[src/rtl/atss_pkg.sv]
`default_nettype none

package atss_pkg;

  localparam int unsigned TEX_WIDTH  = 64;
  localparam int unsigned TEX_HEIGHT = 64;
  localparam int unsigned MAX_SPAN   = 64;

  localparam int unsigned MEM_DEPTH = 4096;
  localparam int unsigned ADDR_W    = 12;
  localparam int unsigned TEXEL_W   = 32;
  localparam int unsigned COORD_W   = 12;
  localparam int unsigned COUNT_W   = 7;
  localparam int unsigned CFG_IDX_W = 3;
  localparam int unsigned CFG_W     = 32;

  // texture sizes are powers of two, so repeat and mirror folding is a mask and a bit test
  localparam logic [COORD_W:0] TEX_W_SIZE = (COORD_W + 1)'(TEX_WIDTH);
  localparam logic [COORD_W:0] TEX_H_SIZE = (COORD_W + 1)'(TEX_HEIGHT);
  localparam logic [COUNT_W-1:0] SPAN_MAX = COUNT_W'(MAX_SPAN);

  typedef enum logic {
    OP_WRITE = 1'b0,
    OP_SPAN  = 1'b1
  } opcode_e;

  typedef enum logic [CFG_IDX_W-1:0] {
    CFG_INV_XX    = 3'd0,
    CFG_INV_XY    = 3'd1,
    CFG_INV_XT    = 3'd2,
    CFG_INV_YX    = 3'd3,
    CFG_INV_YY    = 3'd4,
    CFG_INV_YT    = 3'd5,
    CFG_TILE_MODE = 3'd6
  } cfg_idx_e;

  typedef enum logic [1:0] {
    TILE_CLAMP  = 2'd0,
    TILE_REPEAT = 2'd1,
    TILE_MIRROR = 2'd2
  } tile_mode_e;

  typedef enum logic [2:0] {
    ST_IDLE,
    ST_MUL,
    ST_SUM,
    ST_OFS,
    ST_RUN
  } atss_state_e;

  typedef struct packed {
    logic                opcode;
    logic [ADDR_W-1:0]   texel_index;
    logic [TEXEL_W-1:0]  texel_value;
    logic [COORD_W-1:0]  dest_x;
    logic [COORD_W-1:0]  dest_y;
    logic [COUNT_W-1:0]  span_count;
  } in_item_t;

  typedef struct packed {
    logic [TEXEL_W-1:0] pixel_out;
    logic               last_pixel;
  } out_item_t;

  typedef struct packed {
    logic tex_we;
    logic load;
    logic mul;
    logic sum;
    logic ofs;
    logic issue;
    logic last;
  } atss_cmd_t;

  typedef struct packed {
    logic advance;
    logic pipe_empty;
  } atss_sts_t;

  function automatic logic [COORD_W-1:0] fold_coord(logic signed [31:0] c, logic [1:0] mode,
                                                    logic [COORD_W:0] size);
    logic [COORD_W-1:0] mask;
    logic [COORD_W-1:0] low;
    logic               flip;
    logic signed [31:0] lim;
    logic [COORD_W-1:0] res;
    mask = COORD_W'(size - (COORD_W + 1)'(1));
    low  = c[COORD_W-1:0] & mask;
    flip = |(c[COORD_W:0] & size);
    lim  = $signed({{(31 - COORD_W){1'b0}}, size}) - 32'sd1;
    unique case (mode)
      TILE_REPEAT: res = low;
      TILE_MIRROR: res = flip ? (~c[COORD_W-1:0] & mask) : low;
      default: begin
        if (c < 32'sd0) begin
          res = '0;
        end else if (c > lim) begin
          res = mask;
        end else begin
          res = c[COORD_W-1:0];
        end
      end
    endcase
    return res;
  endfunction

endpackage

`default_nettype wire

[src/rtl/atss_ctrl.sv]
`default_nettype none

module atss_ctrl
  import atss_pkg::*;
(
  input  wire logic      clk_i,
  input  wire logic      rst_ni,
  input  wire logic      in_valid_i,
  input  wire in_item_t  in_item_i,
  output logic           in_ready_o,
  input  wire atss_sts_t sts_i,
  output atss_cmd_t      cmd_o
);

  atss_state_e        state_q, state_d;
  logic [COUNT_W-1:0] cnt_q, cnt_d;
  logic [COUNT_W-1:0] cnt_sat;
  logic               accept;

  assign cnt_sat = (in_item_i.span_count > SPAN_MAX) ? SPAN_MAX : in_item_i.span_count;
  assign accept  = in_valid_i && sts_i.pipe_empty;

  always_ff @(posedge clk_i or negedge rst_ni) begin
    if (!rst_ni) begin
      state_q <= ST_IDLE;
      cnt_q   <= '0;
    end else begin
      state_q <= state_d;
      cnt_q   <= cnt_d;
    end
  end

  always_comb begin
    state_d    = state_q;
    cnt_d      = cnt_q;
    in_ready_o = 1'b0;
    cmd_o      = '0;
    unique case (state_q)
      ST_IDLE: begin
        in_ready_o = sts_i.pipe_empty;
        if (accept) begin
          if (in_item_i.opcode == OP_WRITE) begin
            cmd_o.tex_we = 1'b1;
          end else if (cnt_sat != '0) begin
            cmd_o.load = 1'b1;
            cnt_d      = cnt_sat;
            state_d    = ST_MUL;
          end
        end
      end
      ST_MUL: begin
        cmd_o.mul = 1'b1;
        state_d   = ST_SUM;
      end
      ST_SUM: begin
        cmd_o.sum = 1'b1;
        state_d   = ST_OFS;
      end
      ST_OFS: begin
        cmd_o.ofs = 1'b1;
        state_d   = ST_RUN;
      end
      ST_RUN: begin
        if (sts_i.advance) begin
          cmd_o.issue = 1'b1;
          cmd_o.last  = (cnt_q == COUNT_W'(1));
          cnt_d       = cnt_q - COUNT_W'(1);
          if (cnt_q == COUNT_W'(1)) begin
            state_d = ST_IDLE;
          end
        end
      end
      default: state_d = ST_IDLE;
    endcase
  end

endmodule

`default_nettype wire

[config.mk]
export PLATFORM = sky130hd
export DESIGN_NAME = atss_ctrl
export DESIGN_NICKNAME = d
export VERILOG_FILES = /design/src/rtl/atss_pkg.sv /design/src/rtl/atss_ctrl.sv
export SDC_FILE = /design/constraint.sdc
export NUM_CORES = 1
export LEC_CHECK = 0
export BUFFER_PORTS_ARGS = -buffer_cell sky130_fd_sc_hd__buf_2
export CAP_MARGIN = 20
export CORE_ASPECT_RATIO = 1.1
export CORE_MARGIN = 1
export CORE_UTILIZATION = 29
export CTS_CLUSTER_SIZE = 25
export DETAILED_ROUTE_END_ITERATION = 12
export HOLD_SLACK_MARGIN = 0.06
export PLACE_DENSITY = 0.87
export SETUP_SLACK_MARGIN = 0.3
export SLEW_MARGIN = 25
export SYNTH_ARGS = -nofsm -noshare
export SYNTH_HDL_FRONTEND = slang
export SYNTH_SLANG_ARGS = --single-unit
[constraint.sdc]
create_clock -name clk_i -period 1.58 [get_ports clk_i]
set_input_delay 0.158 -clock clk_i [delete_from_list [all_inputs] [get_ports clk_i]]
set_output_delay 0.158 -clock clk_i [all_outputs]
set_load 0.1 [all_outputs]
**Yosys cells after proc, flatten, opt, wreduce, memory -nomap -nowiden**

Index checks and enable logic that the tools add are counted.

- Add/sub/neg operators: 1
- Equal/unequal tests: 10
- $lt $le $gt $ge: 1
- Multiplexer cells: 23
- Reductions and logical operators: 6

Operators with widths:

| operator | count |
|---|---|
| $mux W7 | 5 |
| $mux W3 | 5 |
| $pmux W3 S5 | 1 |
| $pmux W7 S2 | 1 |
| $ne A2 B2 Y1 const B | 5 |
| $reduce_and A5 Y1 | 2 |
| $mux W2 | 4 |
| $eq A7 B1 Y1 const B | 1 |
| $gt A7 B7 Y1 const B | 1 |
| $mux W1 | 7 |
| $reduce_bool A7 Y1 | 1 |
| $sub A7 B1 Y7 const B | 1 |
| $eq A3 B2 Y1 const B | 2 |
| $eq A3 B1 Y1 const B | 1 |
| $eq A3 B3 Y1 const B | 1 |
| $logic_not A3 Y1 | 1 |
| $reduce_bool A2 Y1 | 1 |
| $logic_and A1 B1 Y1 | 1 |

- Input port bits: 81
- Word-level logic and storage cells: 43
- Output and inout port bits: 8
- Register bits after elaboration: 10

**Depth between registers and ports, before layout**

- Word-level depth: 7
- Mapped depth: 6
- Mapped depth without buffers: 6

**Worst setup path before layout**

No wires, ideal clock.

- Path type: register to output
- Start: register state_q[1]
- End: output port cmd_o[6] in the netlist's numbering
- Data required time: 1.422 ns
- Stages on the path, launching flop included: 4
- Slack: -1.645 ns
- Arrival time: 3.067 ns
- Buffers on the path: 0
- Cells stage by stage: dfrtp_1 or3_4 nor2_1 and3b_1

RTL lines:

| element | RTL line | RTL |
|---|---|---|
| from (decl) | atss_ctrl.sv:15 | `atss_state_e state_q, state_d;` |
| from (signal assigned) | atss_ctrl.sv:28 | `state_q <= state_d;` |
| to (decl) | atss_ctrl.sv:12 | `output atss_cmd_t cmd_o` |

==> impl_metrics.toml <==
[setup_path]
critical_path_required_ps = 1420
reg2regPathDepth = 7
worstSetupStartpoint = "state_q[1]"
start_kind = "register"
crit_buf_inv = 3
crit_arrival_ps = 1720
crit_cells = 5
crit_path_cell_trace = "or3_4 -> a211oi_4 -> buf_6 -> buf_6 -> buf_12"
critPathMaxFanout = 2
critPathKind = "register to output port"
cp_top_family = "simple AND/OR/NAND/NOR gates"
crit_path_top_delay_cell = "or3_4"
worst_setup_path_end_kind = "output port"
max_stage_delay_ps = 430
reg2reg_from = "state_q[0]"
r2r_setup_slack_ps = -230
crit_top_cell = "buf_6"

[place]
globalplace.congestion = 0.821
dpl.cell_count = 146
portBuffers = 20
dp_hpwl_mm = 1.83

[route]
wire_per_inst_microns = 21.1
totalWireLength_mm = 3.52
num_vias = 981
drc = 0
ant_nets = 0
vias_per_cell = 5.87
firstDrtPassIters = 4
drt_iter0_drc = 40

[timing]
fin_tns_setup_ps = -3180
setup_viol = 14
fin_ws_ps = -296
relSlewSlack = 0.792
hold_viol = 0
max_clock_freq_mhz = 533
rsz0062_at_grt = "yes"
slew_violations = 0
worst_pin_slew_ps = 311
min_period_over_period = 1.19
fin_skew_ps = 7.51
fin_crit_ps = 1880

[final_layout]
nNetsFinal = 222
fin_util = 0.641
final_layout_size_suffix_gt1_frac = 0.635
diodes = 0
layout.cells.non_filler = 167
final_cell_mix = "buf_4 (21), buf_2 (12), buf_6 (11), dfrtp_1 (10), buf_12 (8)"
nFillCells = 153
areaGrowthSynthToFinish_pct = 104
final_common_cell = "buf_4"

[clock_tree]
path_clk_slew_ps = 70
clk-insertion-delay-late_ps = 280
numCtsBuffers = 3
cts_max_path_buffers = 2
htreeDepth = 1
clkSinkCount = 10
ctsRootBufferMaster = "clkbuf_4"
tritoncts = "built"

[synth]
synth.distinct_cells = 36
yosys_register_bits = 10
ys_seq_area_frac = 0.347
syn_area_sq_um = 721
yosysWarnings = 0
postSynthCellCount = 81
synth_fp_nets = 164
synth.avg_cell_area_sq_um = 8.90

[power]
pwr_density_cell_mw_per_mm2 = 1980
vdd_ir_drop_max_mv = 1.06
leakagePower_nw = 0.675

[status]
violations = "setup timing"
status = "finished, violations left"

[global_route]
grtUsageMet2 = 0.471
busiest_layer = "met2"
use_met1 = 0.219
antenna_found_initial = 0
grt_pass1_wl_mm = 4.47
grt_use_total = 0.235
grt_remaining_overflow = 0
grt_max_degree = 11
use_met3 = 0.0472
grt_pass1_vias = 943

[die]
rows = 18
start_util = 0.314
die_h_microns = 54.3
core-area_sq_mm = 0.00230
pin_count = 89
die_width_microns = 49.5
dieArea_sq_mm = 0.00269

[run]
cap_violations = 0

[hold_path]
hp-start = "in_item_i[2]"
hold_class = "input pin to register"
hold_path_depth = 3
## state kept, by name, summed over array words and instances (netlist names)
name and count:
state_q 3, cnt_q 7
## power by group
group | switching, mW | internal [mW] | total [mW]
Clock | 0.104 | 0.0886 | 0.192
Combinational | 1.22 | 0.996 | 2.22
Sequential | 0.123 | 0.381 | 0.504
Total | 1.45 | 1.47 | 2.91
## cells by family after synthesis
family	count (synthesis)	share of synthesized area
flip-flops	10	0.347
adder cells (fa/ha/maj)	2	0.0347
AO/OA/AOI/OAI	25	0.245
AND/OR/NAND/NOR	35	0.307
buffers and inverters	9	0.0660
## through the flow
stage	setup WS, ps	instance area (sq um)	hold WS [ps]	power (mW)
3_3_place_gp	-8.91	1100	24.9	1.91
4_1_cts	-265	1320	248	2.55
2_1_floorplan	-724	754	-138	1.45
5_1_grt	-323	1470	257	3.02
3_5_place_dp	-83.4	1100	31.5	1.99
6_report	-296	1470	231	2.91
## metal layers
layer,vias up,share of wire,wire length (microns)
met2,70,0.53,1870
met1,475,0.35,1220
met5,-,0,0
met3,21,0.070,246
li1,415,-,-
met4,0,0.054,190
## synthesized netlist by cell type (all sizes together)
library cell   n  area share
o31ai          1       0.010
ha             2       0.035
nand3          2       0.014
o21a           1       0.010
nand3b         1       0.010
nor3           5       0.035
a211oi         1       0.028
a21oi          7       0.049
o211ai         1       0.010
inv            7       0.036
or2b           2       0.024
nor2           6       0.031
a22oi          1       0.010
a22o           1       0.012
nor4           2       0.026
a32oi          1       0.012
and3b          2       0.026
and2           1       0.010
buf            1       0.010
clkbuf         1       0.019
or2            1      0.0087
o21ai          3       0.021
nand2b         1      0.0087
o221ai         2       0.024
o22ai          4       0.035
nand2          4       0.021
or3            4       0.042
nor3b          3       0.038
a21o           1       0.010
or3b           1       0.012
o2bb2ai        1       0.012
dfrtp         10        0.35
## final timing paths
path                                   end
worst max-delay path              cmd_o[5]
worst min-delay path              cnt_q[2]
worst max register to register    cnt_q[3]
worst min register to register    cnt_q[5]
max in group asynchronous         cnt_q[4]
min in group asynchronous       state_q[2]
## area by class of cell
cell class                      instances  area (sq um)  area share
Clock buffer                            3          22.5      0.0153
Inverter                                7          30.0      0.0204
Multi-Input combinational cell         62           581       0.394
Sequential cell                        10           250       0.170
Tap cell                               30          37.5      0.0255
Timing Repair Buffer                   55           552       0.375
## repair_timing
action / in CTS / in global routing
endpoints found under the setup margin: 16 / 17
hold endpoints to repair: 10 / 0
pin swaps: 8 / 11
gates cloned: 0 / 1
hold buffers: 1 / 0
setup buffers: 10 / 6
gates resized for setup: 30 / 15
## worst min-delay path: stages
cell,delay (ps)
buf_2,90
a21oi_1,70
a22oi_2,150
(Power assumes the default switching activity.)
